## src/design/cnbs_pkg.sv

```systemverilog
`timescale 1ns / 1ps
`default_nettype none

package cnbs_pkg;

  // Port and field widths.
  localparam int COLOR_W    = 2;
  localparam int FRAMES_W   = 17;
  localparam int NOISE_W    = 16;
  localparam int SAMPLE_W   = 24;
  localparam int PEAK_W     = 23;
  localparam int CFG_IDX_W  = 2;
  localparam int CFG_DATA_W = 17;

  // Burst length limit and the width used to compare against it.
  localparam int MAX_FRAMES_DEF = 65536;
  localparam int MAXF_W         = 21;

  // Shared multiplier: signed A by signed B, product rounded by 2^-16.
  localparam int MUL_A_W = 32;
  localparam int MUL_B_W = 18;
  localparam int MUL_P_W = MUL_A_W + MUL_B_W;
  localparam int RND_W   = MUL_P_W - 16;

  // Internal datapath widths.
  localparam int VIN_W   = NOISE_W + 1;
  localparam int POLE_W  = 32;
  localparam int SUM_W   = 34;
  localparam int BROWN_W = 18;
  localparam int VAL_W   = 32;
  localparam int SQ_W    = 2 * FRAMES_W;
  localparam int ENV_W   = 17;
  localparam int CNT_W   = 4;

  localparam logic [ENV_W-1:0]    ENV_ONE       = 17'd65536;
  localparam logic [FRAMES_W-1:0] FRAMES_RESET  = 17'd4800;
  localparam logic [CNT_W-1:0]    DIV_LAST_STEP = 4'd15;

  // Color codes.
  localparam logic [COLOR_W-1:0] COLOR_WHITE = 2'd0;
  localparam logic [COLOR_W-1:0] COLOR_PINK  = 2'd1;
  localparam logic [COLOR_W-1:0] COLOR_BROWN = 2'd2;

  // Register indexes.
  localparam logic [CFG_IDX_W-1:0] REG_NOISE_COLOR  = 2'd0;
  localparam logic [CFG_IDX_W-1:0] REG_BURST_FRAMES = 2'd1;

  // Signed Q2.16 coefficients.
  localparam logic signed [MUL_B_W-1:0] C_P0_A    = 18'sd65382;
  localparam logic signed [MUL_B_W-1:0] C_P0_B    = 18'sd6491;
  localparam logic signed [MUL_B_W-1:0] C_P1_A    = 18'sd63111;
  localparam logic signed [MUL_B_W-1:0] C_P1_B    = 18'sd19432;
  localparam logic signed [MUL_B_W-1:0] C_P2_A    = 18'sd37356;
  localparam logic signed [MUL_B_W-1:0] C_P2_B    = 18'sd68989;
  localparam logic signed [MUL_B_W-1:0] C_DIRECT  = 18'sd12111;
  localparam logic signed [MUL_B_W-1:0] C_BROWN   = 18'sd1311;
  localparam logic signed [MUL_B_W-1:0] C_GAIN    = 18'sd39322;

  typedef enum logic [4:0] {
    ST_IDLE,
    ST_SQ_D,
    ST_SQ_N,
    ST_SEL,
    ST_P0A,
    ST_P0B,
    ST_P1A,
    ST_P1B,
    ST_P2A,
    ST_P2B,
    ST_PDIR,
    ST_PSUM,
    ST_PQUART,
    ST_BRN,
    ST_BRN_WB,
    ST_DIV_INIT,
    ST_DIV,
    ST_ENV,
    ST_ENV_WB,
    ST_GAIN,
    ST_GAIN_WB,
    ST_FIN
  } cnbs_state_t;

  // Destination of the product that sits in the multiplier register.
  typedef enum logic [3:0] {
    TG_NONE,
    TG_DSQ,
    TG_NSQ,
    TG_FB,
    TG_SLOW,
    TG_MID,
    TG_FAST,
    TG_DIRECT,
    TG_BROWN,
    TG_ENV,
    TG_GAIN
  } cnbs_tag_t;

endpackage

`default_nettype wire

```

## src/design/colored_noise_burst_shaper_unit.sv

```systemverilog
// Colored noise burst shaper.
// Input channel: one white-noise beat per frame (in_valid, in_stall,
// in_noise_value in Q1.15). Result channel: one beat per input beat
// (out_valid, out_stall, out_shaped_sample in Q8.16, out_last_frame,
// out_peak_magnitude). Configuration: cfg_we writes cfg_data into register
// cfg_index (0 noise color, 1 burst length); write only while idle.
// One item occupies the block from acceptance until its result is loaded:
// a single registered 32x18 multiplier is stepped through the squares, filter,
// envelope and gain products, and the envelope division is a 17-step
// restoring divider. Pink items take the most steps, then brown, then white;
// the next beat is accepted only after the result has been loaded.
// in_stall is high whenever an item is in progress.
// A finished result waits in the output register while the receiver stalls;
// the block can accept and work on the next item meanwhile, and holds it at
// its last step until the output register is free.
// Reset (rst_n low, synchronous) restores color white, burst length 4800,
// and clears the filter states, frame counter, peak and output valid.
`timescale 1ns / 1ps
`default_nettype none

module colored_noise_burst_shaper_unit #(
  parameter int MAX_FRAMES = cnbs_pkg::MAX_FRAMES_DEF
) (
  input  wire logic                                  clk,
  input  wire logic                                  rst_n,
  input  wire logic                                  in_valid,
  output logic                                       in_stall,
  input  wire logic signed [cnbs_pkg::NOISE_W-1:0]   in_noise_value,
  output logic                                       out_valid,
  input  wire logic                                  out_stall,
  output logic signed [cnbs_pkg::SAMPLE_W-1:0]       out_shaped_sample,
  output logic                                       out_last_frame,
  output logic        [cnbs_pkg::PEAK_W-1:0]         out_peak_magnitude,
  input  wire logic                                  cfg_we,
  input  wire logic   [cnbs_pkg::CFG_IDX_W-1:0]      cfg_index,
  input  wire logic   [cnbs_pkg::CFG_DATA_W-1:0]     cfg_data
);

  import cnbs_pkg::*;

  localparam logic [MAXF_W-1:0] MAX_F = MAXF_W'(MAX_FRAMES);

  localparam logic signed [POLE_W+2:0]  S32_MAX = 35'sd2147483647;
  localparam logic signed [POLE_W+2:0]  S32_MIN = -35'sd2147483648;
  localparam logic signed [19:0]        BRN_HI  = 20'sd65536;
  localparam logic signed [19:0]        BRN_LO  = -20'sd65536;
  localparam logic signed [RND_W-1:0]   Y_MAX   = 34'sd8388607;
  localparam logic signed [RND_W-1:0]   Y_MIN   = -34'sd8388608;
  localparam logic [PEAK_W-1:0]         MAG_MAX = 23'd8388607;

  function automatic logic signed [POLE_W-1:0] sat32(input logic signed [POLE_W+2:0] x);
    logic signed [POLE_W-1:0] r;
    if (x > S32_MAX) begin
      r = S32_MAX[POLE_W-1:0];
    end else if (x < S32_MIN) begin
      r = S32_MIN[POLE_W-1:0];
    end else begin
      r = x[POLE_W-1:0];
    end
    return r;
  endfunction

  cnbs_state_t state_r, state_nxt;
  cnbs_tag_t   tag_r, tag_nxt;

  logic [COLOR_W-1:0]  color_r, color_nxt, item_color_r, item_color_nxt;
  logic [FRAMES_W-1:0] burst_r, burst_nxt;
  logic [FRAMES_W-1:0] frame_r, frame_nxt;
  logic [FRAMES_W-1:0] n_r, n_nxt, d_r, d_nxt;
  logic                last_r, last_nxt;
  logic [PEAK_W-1:0]   peak_r, peak_nxt;

  logic signed [VIN_W-1:0]   v_r, v_nxt;
  logic signed [POLE_W-1:0]  slow_r, slow_nxt, mid_r, mid_nxt, fast_r, fast_nxt;
  logic signed [RND_W-1:0]   acc_r, acc_nxt;
  logic signed [SUM_W-1:0]   sum_r, sum_nxt;
  logic signed [BROWN_W-1:0] brown_r, brown_nxt;
  logic signed [VAL_W-1:0]   value_r, value_nxt, t_r, t_nxt;
  logic signed [SAMPLE_W-1:0] y_r, y_nxt;

  logic [SQ_W-1:0]   dsq_r, dsq_nxt, nsq_r, nsq_nxt, rem_r, rem_nxt;
  logic [ENV_W-1:0]  q_r, q_nxt;
  logic [CNT_W-1:0]  cnt_r, cnt_nxt;

  logic                       out_valid_r, out_valid_nxt;
  logic signed [SAMPLE_W-1:0] out_sample_r, out_sample_nxt;
  logic                       out_last_r, out_last_nxt;
  logic [PEAK_W-1:0]          out_peak_r, out_peak_nxt;

  logic signed [MUL_A_W-1:0] op_a;
  logic signed [MUL_B_W-1:0] op_b;
  logic signed [MUL_P_W-1:0] mul_prod;
  logic signed [RND_W-1:0]   mul_rnd;

  logic                in_acc;
  logic                can_load;
  logic                load_out;
  logic [FRAMES_W-1:0] n_c;
  logic [MAXF_W-1:0]   burst_ext;
  logic signed [POLE_W+2:0] pole_new;
  logic signed [19:0]  brown_sum;
  logic [SQ_W:0]       rem_sh;
  logic                div_ge;
  logic [PEAK_W-1:0]   mag;

  cnbs_mul #(
    .A_W (MUL_A_W),
    .B_W (MUL_B_W)
  ) u_mul (
    .clk    (clk),
    .op_a   (op_a),
    .op_b   (op_b),
    .prod_r (mul_prod),
    .rnd    (mul_rnd)
  );

  assign in_stall  = (state_r != ST_IDLE);
  assign in_acc    = in_valid && !in_stall;
  assign can_load  = !out_valid_r || !out_stall;
  assign load_out  = (state_r == ST_FIN) && can_load;

  assign out_valid          = out_valid_r;
  assign out_shaped_sample  = out_sample_r;
  assign out_last_frame     = out_last_r;
  assign out_peak_magnitude = out_peak_r;

  // Effective burst length: zero counts as one, long bursts are capped.
  assign burst_ext = {{(MAXF_W-FRAMES_W){1'b0}}, burst_r};
  always_comb begin
    if (burst_r == '0) begin
      n_c = FRAMES_W'(1);
    end else if (burst_ext > MAX_F) begin
      n_c = MAX_F[FRAMES_W-1:0];
    end else begin
      n_c = burst_r;
    end
  end

  // Next state.
  always_comb begin
    state_nxt = state_r;
    case (state_r)
      ST_IDLE:     if (in_acc) state_nxt = ST_SQ_D;
      ST_SQ_D:     state_nxt = ST_SQ_N;
      ST_SQ_N:     state_nxt = ST_SEL;
      ST_SEL: begin
        if (item_color_r == COLOR_PINK) begin
          state_nxt = ST_P0A;
        end else if (item_color_r == COLOR_BROWN) begin
          state_nxt = ST_BRN;
        end else begin
          state_nxt = ST_DIV_INIT;
        end
      end
      ST_P0A:      state_nxt = ST_P0B;
      ST_P0B:      state_nxt = ST_P1A;
      ST_P1A:      state_nxt = ST_P1B;
      ST_P1B:      state_nxt = ST_P2A;
      ST_P2A:      state_nxt = ST_P2B;
      ST_P2B:      state_nxt = ST_PDIR;
      ST_PDIR:     state_nxt = ST_PSUM;
      ST_PSUM:     state_nxt = ST_PQUART;
      ST_PQUART:   state_nxt = ST_DIV_INIT;
      ST_BRN:      state_nxt = ST_BRN_WB;
      ST_BRN_WB:   state_nxt = ST_DIV_INIT;
      ST_DIV_INIT: state_nxt = ST_DIV;
      ST_DIV:      if (cnt_r == DIV_LAST_STEP) state_nxt = ST_ENV;
      ST_ENV:      state_nxt = ST_ENV_WB;
      ST_ENV_WB:   state_nxt = ST_GAIN;
      ST_GAIN:     state_nxt = ST_GAIN_WB;
      ST_GAIN_WB:  state_nxt = ST_FIN;
      ST_FIN:      if (can_load) state_nxt = ST_IDLE;
      default:     state_nxt = ST_IDLE;
    endcase
  end

  // Multiplier issue: operands and where the product goes next cycle.
  always_comb begin
    op_a    = '0;
    op_b    = '0;
    tag_nxt = TG_NONE;
    case (state_r)
      ST_SQ_D: begin
        op_a    = {{(MUL_A_W-FRAMES_W){1'b0}}, d_r};
        op_b    = {{(MUL_B_W-FRAMES_W){1'b0}}, d_r};
        tag_nxt = TG_DSQ;
      end
      ST_SQ_N: begin
        op_a    = {{(MUL_A_W-FRAMES_W){1'b0}}, n_r};
        op_b    = {{(MUL_B_W-FRAMES_W){1'b0}}, n_r};
        tag_nxt = TG_NSQ;
      end
      ST_P0A: begin
        op_a    = slow_r;
        op_b    = C_P0_A;
        tag_nxt = TG_FB;
      end
      ST_P0B: begin
        op_a    = {{(MUL_A_W-VIN_W){v_r[VIN_W-1]}}, v_r};
        op_b    = C_P0_B;
        tag_nxt = TG_SLOW;
      end
      ST_P1A: begin
        op_a    = mid_r;
        op_b    = C_P1_A;
        tag_nxt = TG_FB;
      end
      ST_P1B: begin
        op_a    = {{(MUL_A_W-VIN_W){v_r[VIN_W-1]}}, v_r};
        op_b    = C_P1_B;
        tag_nxt = TG_MID;
      end
      ST_P2A: begin
        op_a    = fast_r;
        op_b    = C_P2_A;
        tag_nxt = TG_FB;
      end
      ST_P2B: begin
        op_a    = {{(MUL_A_W-VIN_W){v_r[VIN_W-1]}}, v_r};
        op_b    = C_P2_B;
        tag_nxt = TG_FAST;
      end
      ST_PDIR: begin
        op_a    = {{(MUL_A_W-VIN_W){v_r[VIN_W-1]}}, v_r};
        op_b    = C_DIRECT;
        tag_nxt = TG_DIRECT;
      end
      ST_BRN: begin
        op_a    = {{(MUL_A_W-VIN_W){v_r[VIN_W-1]}}, v_r};
        op_b    = C_BROWN;
        tag_nxt = TG_BROWN;
      end
      ST_ENV: begin
        op_a    = value_r;
        op_b    = {{(MUL_B_W-ENV_W){1'b0}}, q_r};
        tag_nxt = TG_ENV;
      end
      ST_GAIN: begin
        op_a    = t_r;
        op_b    = C_GAIN;
        tag_nxt = TG_GAIN;
      end
      default: begin
        tag_nxt = TG_NONE;
      end
    endcase
  end

  assign pole_new  = {{3{acc_r[RND_W-1]}}, acc_r[POLE_W-1:0]} + {mul_rnd[RND_W-1], mul_rnd};
  assign brown_sum = {{2{brown_r[BROWN_W-1]}}, brown_r} + mul_rnd[19:0];
  assign rem_sh    = {rem_r, 1'b0};
  assign div_ge    = (rem_sh >= {1'b0, nsq_r});

  always_comb begin
    if (y_r[SAMPLE_W-1]) begin
      if (y_r == Y_MIN[SAMPLE_W-1:0]) begin
        mag = MAG_MAX;
      end else begin
        mag = PEAK_W'(-y_r);
      end
    end else begin
      mag = y_r[PEAK_W-1:0];
    end
  end

  // Datapath next values.
  always_comb begin
    color_nxt      = color_r;
    burst_nxt      = burst_r;
    item_color_nxt = item_color_r;
    frame_nxt      = frame_r;
    n_nxt          = n_r;
    d_nxt          = d_r;
    last_nxt       = last_r;
    peak_nxt       = peak_r;
    v_nxt          = v_r;
    slow_nxt       = slow_r;
    mid_nxt        = mid_r;
    fast_nxt       = fast_r;
    acc_nxt        = acc_r;
    sum_nxt        = sum_r;
    brown_nxt      = brown_r;
    value_nxt      = value_r;
    t_nxt          = t_r;
    y_nxt          = y_r;
    dsq_nxt        = dsq_r;
    nsq_nxt        = nsq_r;
    rem_nxt        = rem_r;
    q_nxt          = q_r;
    cnt_nxt        = cnt_r;
    out_valid_nxt  = out_valid_r;
    out_sample_nxt = out_sample_r;
    out_last_nxt   = out_last_r;
    out_peak_nxt   = out_peak_r;

    if (cfg_we) begin
      if (cfg_index == REG_NOISE_COLOR) begin
        color_nxt = cfg_data[COLOR_W-1:0];
      end else if (cfg_index == REG_BURST_FRAMES) begin
        burst_nxt = cfg_data[FRAMES_W-1:0];
      end
    end

    if (out_valid_r && !out_stall) begin
      out_valid_nxt = 1'b0;
    end

    case (state_r)
      ST_IDLE: begin
        if (in_acc) begin
          v_nxt          = {in_noise_value, 1'b0};
          item_color_nxt = color_r;
          n_nxt          = n_c;
          d_nxt          = (frame_r < n_c) ? FRAMES_W'(n_c - frame_r) : '0;
          last_nxt       = ({1'b0, frame_r} + (FRAMES_W+1)'(1)) >= {1'b0, n_c};
        end
      end
      ST_SEL: begin
        value_nxt = {{(VAL_W-VIN_W){v_r[VIN_W-1]}}, v_r};
      end
      ST_PQUART: begin
        // Scaling by 1/4 with round half up is (sum + 2) >> 2.
        value_nxt = VAL_W'((sum_r + SUM_W'(2)) >>> 2);
      end
      ST_DIV_INIT: begin
        // The envelope ratio is at most one, so the integer bit needs no shift.
        if (dsq_r >= nsq_r) begin
          rem_nxt = dsq_r - nsq_r;
          q_nxt   = ENV_W'(1);
        end else begin
          rem_nxt = dsq_r;
          q_nxt   = '0;
        end
        cnt_nxt = '0;
      end
      ST_DIV: begin
        rem_nxt = div_ge ? SQ_W'(rem_sh - {1'b0, nsq_r}) : rem_sh[SQ_W-1:0];
        q_nxt   = {q_r[ENV_W-2:0], div_ge};
        cnt_nxt = cnt_r + CNT_W'(1);
      end
      ST_FIN: begin
        if (can_load) begin
          out_valid_nxt  = 1'b1;
          out_sample_nxt = y_r;
          out_last_nxt   = last_r;
          out_peak_nxt   = (mag > peak_r) ? mag : peak_r;
          if (last_r) begin
            slow_nxt  = '0;
            mid_nxt   = '0;
            fast_nxt  = '0;
            brown_nxt = '0;
            frame_nxt = '0;
            peak_nxt  = '0;
          end else begin
            frame_nxt = frame_r + FRAMES_W'(1);
            peak_nxt  = (mag > peak_r) ? mag : peak_r;
          end
        end
      end
      default: begin
      end
    endcase

    case (tag_r)
      TG_DSQ:    dsq_nxt = mul_prod[SQ_W-1:0];
      TG_NSQ:    nsq_nxt = mul_prod[SQ_W-1:0];
      TG_FB:     acc_nxt = mul_rnd;
      TG_SLOW: begin
        slow_nxt = sat32(pole_new);
        sum_nxt  = SUM_W'(sat32(pole_new));
      end
      TG_MID: begin
        mid_nxt = sat32(pole_new);
        sum_nxt = sum_r + SUM_W'(sat32(pole_new));
      end
      TG_FAST: begin
        fast_nxt = sat32(pole_new);
        sum_nxt  = sum_r + SUM_W'(sat32(pole_new));
      end
      TG_DIRECT: sum_nxt = sum_r + mul_rnd;
      TG_BROWN: begin
        if (brown_sum > BRN_HI) begin
          brown_nxt = BRN_HI[BROWN_W-1:0];
        end else if (brown_sum < BRN_LO) begin
          brown_nxt = BRN_LO[BROWN_W-1:0];
        end else begin
          brown_nxt = brown_sum[BROWN_W-1:0];
        end
        value_nxt = VAL_W'(brown_nxt);
      end
      TG_ENV:    t_nxt = mul_rnd[VAL_W-1:0];
      TG_GAIN: begin
        if (mul_rnd > Y_MAX) begin
          y_nxt = Y_MAX[SAMPLE_W-1:0];
        end else if (mul_rnd < Y_MIN) begin
          y_nxt = Y_MIN[SAMPLE_W-1:0];
        end else begin
          y_nxt = mul_rnd[SAMPLE_W-1:0];
        end
      end
      default: begin
      end
    endcase
  end

  // Control and burst state.
  always_ff @(posedge clk) begin
    if (!rst_n) begin
      state_r     <= ST_IDLE;
      tag_r       <= TG_NONE;
      color_r     <= COLOR_WHITE;
      burst_r     <= FRAMES_RESET;
      frame_r     <= '0;
      peak_r      <= '0;
      slow_r      <= '0;
      mid_r       <= '0;
      fast_r      <= '0;
      brown_r     <= '0;
      cnt_r       <= '0;
      out_valid_r <= 1'b0;
    end else begin
      state_r     <= state_nxt;
      tag_r       <= tag_nxt;
      color_r     <= color_nxt;
      burst_r     <= burst_nxt;
      frame_r     <= frame_nxt;
      peak_r      <= peak_nxt;
      slow_r      <= slow_nxt;
      mid_r       <= mid_nxt;
      fast_r      <= fast_nxt;
      brown_r     <= brown_nxt;
      cnt_r       <= cnt_nxt;
      out_valid_r <= out_valid_nxt;
    end
  end

  // Working registers of the current item.
  always_ff @(posedge clk) begin
    item_color_r <= item_color_nxt;
    n_r          <= n_nxt;
    d_r          <= d_nxt;
    last_r       <= last_nxt;
    v_r          <= v_nxt;
    acc_r        <= acc_nxt;
    sum_r        <= sum_nxt;
    value_r      <= value_nxt;
    t_r          <= t_nxt;
    y_r          <= y_nxt;
    dsq_r        <= dsq_nxt;
    nsq_r        <= nsq_nxt;
    rem_r        <= rem_nxt;
    q_r          <= q_nxt;
    out_sample_r <= out_sample_nxt;
    out_last_r   <= out_last_nxt;
    out_peak_r   <= out_peak_nxt;
  end

`ifndef ASSERT_OFF
  a_brown_range: assert property (@(posedge clk) disable iff (!rst_n)
    (brown_r >= $signed(BRN_LO[BROWN_W-1:0])) && (brown_r <= $signed(BRN_HI[BROWN_W-1:0])))
    else $error("brown level left its clamp range");

  a_env_bound: assert property (@(posedge clk) disable iff (!rst_n)
    (state_r == ST_ENV) |-> (q_r <= ENV_ONE))
    else $error("envelope quotient above one");

  a_burst_clear: assert property (@(posedge clk) disable iff (!rst_n)
    (load_out && last_r) |=> (frame_r == '0) && (peak_r == '0) && (slow_r == '0))
    else $error("burst state not cleared after last frame");

  a_hold_result: assert property (@(posedge clk) disable iff (!rst_n)
    (state_r == ST_FIN && out_valid_r && out_stall) |=> (state_r == ST_FIN))
    else $error("result overwrote a stalled output beat");
`endif

endmodule

`default_nettype wire

```

## src/design/cnbs_mul.sv

```systemverilog
`timescale 1ns / 1ps
`default_nettype none

module cnbs_mul #(
  parameter int A_W = cnbs_pkg::MUL_A_W,
  parameter int B_W = cnbs_pkg::MUL_B_W
) (
  input  wire logic                       clk,
  input  wire logic signed [A_W-1:0]      op_a,
  input  wire logic signed [B_W-1:0]      op_b,
  output logic signed [A_W+B_W-1:0]       prod_r,
  output logic signed [A_W+B_W-17:0]      rnd
);

  localparam int P_W = A_W + B_W;

  logic signed [P_W-1:0] prod_nxt;
  logic signed [P_W-1:0] rsum;

  assign prod_nxt = op_a * op_b;

  always_ff @(posedge clk) begin
    prod_r <= prod_nxt;
  end

  // Round to nearest with ties upward, then drop the 16 fraction bits.
  assign rsum = prod_r + $signed({{(P_W-16){1'b0}}, 16'h8000});
  assign rnd  = rsum[P_W-1:16];

endmodule

`default_nettype wire

```

## config.mk

```make
export PLATFORM = sky130hd
export DESIGN_NAME = colored_noise_burst_shaper_unit
export DESIGN_NICKNAME = d
export VERILOG_FILES = /design/src/design/cnbs_pkg.sv /design/src/design/colored_noise_burst_shaper_unit.sv /design/src/design/cnbs_mul.sv
export SDC_FILE = /design/constraint.sdc
export NUM_CORES = 2
export LEC_CHECK = 0
export BUFFER_PORTS_ARGS = -buffer_cell sky130_fd_sc_hd__buf_2
export CORE_MARGIN = 2
export CORE_UTILIZATION = 45
export DETAILED_ROUTE_END_ITERATION = 12
export GPL_ROUTABILITY_DRIVEN = 1
export SETUP_SLACK_MARGIN = 0.4
export SKIP_LAST_GASP = 1
export SYNTH_ARGS = -nofsm -noshare
export SYNTH_HDL_FRONTEND = slang
export SYNTH_SLANG_ARGS = --single-unit
```

## constraint.sdc

```tcl
create_clock -name clk -period 8.29 [get_ports clk]
set_input_delay 1.658 -clock clk [delete_from_list [all_inputs] [get_ports clk]]
set_output_delay 1.658 -clock clk [all_outputs]
set_load 0.05 [all_outputs]
```

After elaboration in Yosys (flattened, before gate mapping)
Index checks and enable logic that the tools add are counted.
{"block": "classes", "addsub": 14, "mul": 1, "magnitude_cmp": 12, "eq_ne": 39, "n_mux": 45, "n_bitwise": 1, "n_reduce_logical": 37}
{"cell": "two-way mux 32 bit", "count": 11}
{"cell": "case mux 32 bit (8 select lines)", "count": 1}
{"cell": "case mux 17 bit (12 select lines)", "count": 1}
{"cell": "case mux 34 bit (4 select lines)", "count": 1}
{"cell": "two-way mux 18 bit", "count": 6}
{"cell": "case mux 5 bit (21 select lines)", "count": 1}
{"cell": "two-way mux 23 bit", "count": 4}
{"cell": "adder 34 x 32 -> 34 bit", "count": 2}
{"cell": "two-way mux 34 bit", "count": 2}
{"cell": "case mux 34 bit (2 select lines)", "count": 1}
{"cell": "subtractor 34 bit", "count": 2}
{"cell": "case mux 32 bit (2 select lines)", "count": 1}
{"cell": "two-way mux 17 bit", "count": 3}
{"cell": "adder 50 x 17 -> 50 bit (second input constant)", "count": 1}
{"cell": "multiplier 32 x 18 -> 50 bit", "count": 1}
{"cell": "== test 5 x 4 -> 1 bit (second input constant)", "count": 8}
{"cell": "case mux 4 bit (10 select lines)", "count": 1}
{"cell": "adder 33 x 34 -> 35 bit", "count": 1}
{"cell": ">= comparator 35 x 34 -> 1 bit", "count": 1}
{"cell": "greater-than comparator 35 x 32 -> 1 bit (second input constant)", "count": 1}
{"cell": "less-than comparator 35 x 32 -> 1 bit (second input constant)", "count": 1}
{"cell": "adder 34 x 3 -> 34 bit (second input constant)", "count": 1}
{"cell": "adder 34 bit", "count": 1}
{"cell": ">= comparator 34 bit", "count": 1}
{"cell": "other kinds (49)", "count": 95}
{"block": "word_totals", "reg_bits": 613, "in_bits": 40, "out_inout_bits": 50, "word_cells": 179}

Logic depth before layout (Yosys ltp)
{"block": "depth", "depth_word": 8, "ltp_mapped": 35, "ltp_nobuf": 34}

Modules after synthesis
A second synthesis with hierarchy kept.
{"block": "hier_totals", "cells_unflattened": 5979, "hier_area_um2": 55213.0}
{"mod": "colored_noise_burst_shaper_unit", "n_inst": 1, "cells_each": 3541, "area_per_inst_um2": 33656.0, "seq_area_each_um2": 15004.4}
{"mod": "cnbs_mul", "n_inst": 1, "cells_each": 2438, "area_per_inst_um2": 21556.9, "seq_area_each_um2": 1001.0}

Worst setup path before layout
No wires, ideal clock.
{"block": "synth_timing", "kind": "reg2reg", "from": "register state_r[2]", "to": "register u_mul.prod_r[43]", "setup_time_ps": 120, "t_arrival_ps": 8192, "required_time_ps": 8170, "path_slack_ps": -23, "stages_incl_launch_ff": 31, "n_path_buf": 5, "period_less_slack_ps": 8313, "cell_sequence": "dfxtp_1 -> or2_2 -> clkbuf_1 -> nor3_1 -> clkbuf_1 -> a22o_1 -> or2_2 -> clkbuf_1 -> clkbuf_1 -> nand2_1 -> fa_1 -> inv_1 -> fa_1 -> fa_1 -> fa_1 -> fa_1 -> inv_1 -> fa_1 -> inv_1 -> ha_1 -> clkbuf_1 -> and2_1 -> nand2_1 -> or2_2 -> a2111o_1 -> a21oi_1 -> a21oi_1 -> o21a_1 -> o21ai_0 -> a21boi_0 -> xnor2_1"}
{"block": "synth_between", "elab_chain_len": 4, "word_cells_on_any_way": 16, "cone_classes": "mul: 1; eq/ne: 12; mux: 2; reduce/logical: 1"}
{"element": "from (decl)", "line_no": "colored_noise_burst_shaper_unit.sv:63", "source": "cnbs_state_t state_r, state_nxt;"}
{"element": "from (signal assigned)", "line_no": "colored_noise_burst_shaper_unit.sv:422", "source": "state_r <= state_nxt;"}
{"element": "== test 5 x 4 -> 1 bit / == test 5 x 3 -> 1 bit (equally long branches)", "line_no": "colored_noise_burst_shaper_unit.sv:182", "source": "case (state_r)"}
{"element": "OR reduction 5 bit (no line)"}
{"element": "case mux 32 bit (8 select lines)", "line_no": "colored_noise_burst_shaper_unit.sv:182"}
{"element": "multiplier 32 x 18 -> 50 bit (*)", "line_no": "cnbs_mul.sv:20", "source": "assign prod_nxt = op_a * op_b;"}
{"element": "named net u_mul.prod_nxt[43]", "line_no": "cnbs_mul.sv:17", "source": "logic signed [P_W-1:0] prod_nxt;"}
{"element": "to (signal assigned)", "line_no": "cnbs_mul.sv:23", "source": "prod_r <= prod_nxt;"}
{"element": "to (decl)", "line_no": "cnbs_mul.sv:11", "source": "output logic signed [A_W+B_W-1:0] prod_r,"}
The timed path passes the listed nets; every way through them passes the cells marked *.
A chain may end at the register's enable or synchronous reset.

Final worst setup path
{"block": "layout_timing", "from": "register state_r[3]", "to": "register u_mul.prod_r[43]"}
Same word-level chain as after synthesis.

==> metrics.md <==
| Metric | Value |
|---|---|
| Reg2reg start | `state_r[3]` |
| Reg2reg setup slack | `roughly 0.57 ns` |
| WP buf/inv | `12` |
| Total Routing Usage GR | `0.288` |
| Slew Limit Fails | `0` |
| Top-Level Pins | `90` |
| Non-Filler Instances | `around 8100` |
| Ys flop type | `edfxtp_1` |
| Commonest non-fill, non-tap cell in the layout | `inv_1` |
| Drt initial violations | `between 4000 and 5000` |
| Drt pass-1 iters | `8` |
| H-tree depth | `3` |
| Netlist Area Pre-Place | `0.0540 mm^2` |
| CP Capture Point | `u_mul.prod_r[43]` |
| CP startpoint kind | `flop` |
| CP Max Fanout | `6` |
| Hold Fails Final Rpt | `0` |
| Synth warn | `0` |
| Via count | `45300` |
| Status | `complete, no violations` |
| Fin Setup TNS | `0 ns` |
| Slew Limit Headroom | `0.0769` |
| Worst-path cell with the longest stage delay | `fa_1` |
| Vias in the first global route | `44700` |
| Crit path max-delay family | `adder cells` |
| Synthesized area per cell | `9.12 um^2` |
| # placed instances | `between 7000 and 8000` |
| Initial core utilization | `0.452` |
| Reg2Reg Depth | `34` |
| Residual DRC | `0` |
| FP Rows | `127` |
| Reg2reg end | `u_mul.prod_r[43]` |
| Port Buffers | `89` |
| Post-DR vias/cell | `around 5.6` |
| Pin count of the biggest net entering global routing | `60` |
| Crit path DAT | `slightly above 8 ns` |
| TritonCTS buffer count | `70` |
| CTS tree | `yes` |
| Synth unique cells | `91` |
| Number of enable flip-flop cells after synthesis | `375` |
| Root Driver | `clkbuf_16` |
| Stages on worst setup path | `34` |
| Min-delay worst type | `reg -> reg` |
| Post-DP Area | `approximately 0.060 mm^2` |
| Kind of critical path | `reg -> reg` |
| Fin crit share | `0.931` |
| Max stage delay on crit path | `0.57 ns` |
| Remaining Overflow, GRT | `0` |
| Max cap viols | `0` |
| Worst-Skew Late Latency | `0.63 ns` |
| Measured slew at the worst slew-check pin | `approximately 1.4 ns` |
| Layout cells sized above 1 | `0.164` |
| Final setup fails | `0` |
| Most used cell, CP | `fa_1` |
| Die W | `about 350 um` |
| RSZ-0062 raised after global routing | `yes` |
| Max Clock Freq | `0.130 GHz` |
| GP Congestion | `0.973` |
| Async SR Flop Fraction | `0` |
| Layout Nets | `7330` |
| Final Critical Period | `7.72 ns` |
| Clock slew at reported path FFs | `0.07 ns` |
| Area added between synthesis and finish | `18.6%` |
| Total Wirelength | `177 mm` |
| CTS sink count | `612` |
| Worst clock skew | `0.0284 ns` |
| Fillcell total | `11100` |
| Required time of the critical path | `8.82 ns` |
| Register area share after synthesis | `0.297` |
| Critical path startpoint | `state_r[3]` |
| CP Capture Type | `flop` |
| Antenna-violating nets left | `0` |
| Hold Worst Slack | `0.436 ns` |
| Antenna violations before repair | `7` |
| Post-detail-place hpwl | `142 mm` |
| Die area | `about 0.12 mm^2` |
| Routed WL per cell | `roughly 22 um` |
| Design area | `between 0.06 and 0.07 mm^2` |
| Mapped Cells | `5918` |
| CTS max path bufs | `3` |
| Die height | `350 um` |
| Most frequent cells in the layout | `802 x inv_1, 765 x nand2_1, 519 x buf_4, 518 x fa_1, 409 x nor2_1` |
| First-pass GRT wire length | `269 mm` |
| Core area | `0.119 mm^2` |
| Post-Syn Nets | `6822` |
| Synthesis-stage register bit count | `612` |
## sequential cells by signal (all words and copies together), names as in the netlist, 5 cells and up
name / flops
u_mul.prod_r: 50
dsq_r: 34
nsq_r: 34
rem_r: 34
sum_r: 34
acc_r: 33
fast_r: 32
mid_r: 32
slow_r: 32
t_r: 32
value_r: 32
out_shaped_sample: 24
y_r: 24
out_peak_magnitude: 23
peak_r: 23
brown_r: 18
burst_r: 17
d_r: 17
frame_r: 17
n_r: 17
q_r: 17
v_r: 16
state_r: 5
## timing repair
| action | in CTS | in global routing |
|---|---|---|
| pin swaps | 16 | 115 |
| gates cloned | 1 | 6 |
| hold buffers | 0 | 0 |
| setup buffers | 12 | 49 |
| endpoints found under the setup margin | 26 | 36 |
| resized for setup | 68 | 224 |
## synthesized netlist by cell type, drive strengths merged (54+ instances only)
cell    count  area share
inv       811       0.056
nor3       80      0.0074
xor2      120       0.019
dfxtp     237       0.088
a21o      128       0.018
a22oi      59      0.0082
a21oi     320       0.030
a22o       66       0.011
o21ai     319       0.030
nand2     806       0.058
clkbuf    214       0.015
nand3     101      0.0096
and2       71      0.0083
nand2b     56      0.0065
edfxtp    375        0.21
fa        527        0.20
ha        337       0.078
nor2      444       0.031
xnor2     150       0.024
a211oi     54      0.0077
## worst min path at each step
stage	end	start	depth (start not counted)	slack (ns)
global route	dsq_r[9]	u_mul.prod_r[9]	0	0.44
detailed placement	nsq_r[8]	u_mul.prod_r[8]	0	0.42
global placement	nsq_r[7]	u_mul.prod_r[7]	0	0.41
floorplan	dsq_r[0]	u_mul.prod_r[0]	0	0.40
finish	nsq_r[7]	u_mul.prod_r[7]	0	0.44
CTS	dsq_r[9]	u_mul.prod_r[9]	0	0.44
## routing by layer
layer	up-vias	wire length, um	track usage
li1	21000	-	-
met1	22400	75800	0.395
met2	1586	82500	0.469
met3	325	10900	0.0271
met4	2	7780	0.119
met5	-	8	0
## logic make-up (layout without fill, tap and decap cells)
logic type | count (synthesis) | count (layout) | synth area share
compound gates | 1285 | 1285 | 0.155
xor+xnor | 270 | 270 | 0.0438
fa+ha+maj | 864 | 864 | 0.274
buf+inv | 1054 | 1614 | 0.0744
flops | 612 | 612 | 0.297
mux | 24 | 24 | 0.00447
other cells | 0 | 6 | 0
simple gates | 1809 | 1812 | 0.152
## through the flow
stage               setup WS [ns]   util
global placement           -0.256  0.500
floorplan                   0.374      -
detailed placement         -0.333  0.500
CTS                         0.368  0.524
finish                      0.572  0.536
global route                0.300  0.535
## layout make-up
cell class	instances	area, um^2	share of cell area
Antenna cell	6	15.0	0.000235
Clock buffer	101	2060	0.0321
Tap cell	1612	2020	0.0315
Timing Repair Buffer	675	5340	0.0834
Multi-Input combinational cell	4255	35200	0.551
Inverter	812	3050	0.0477
Clock inverter	26	262	0.00409
Sequential cell	612	16000	0.250
Power is left out: the tool's default activity adds up to more than one toggle a clock period on the data nets, which glitch-free logic cannot reach.
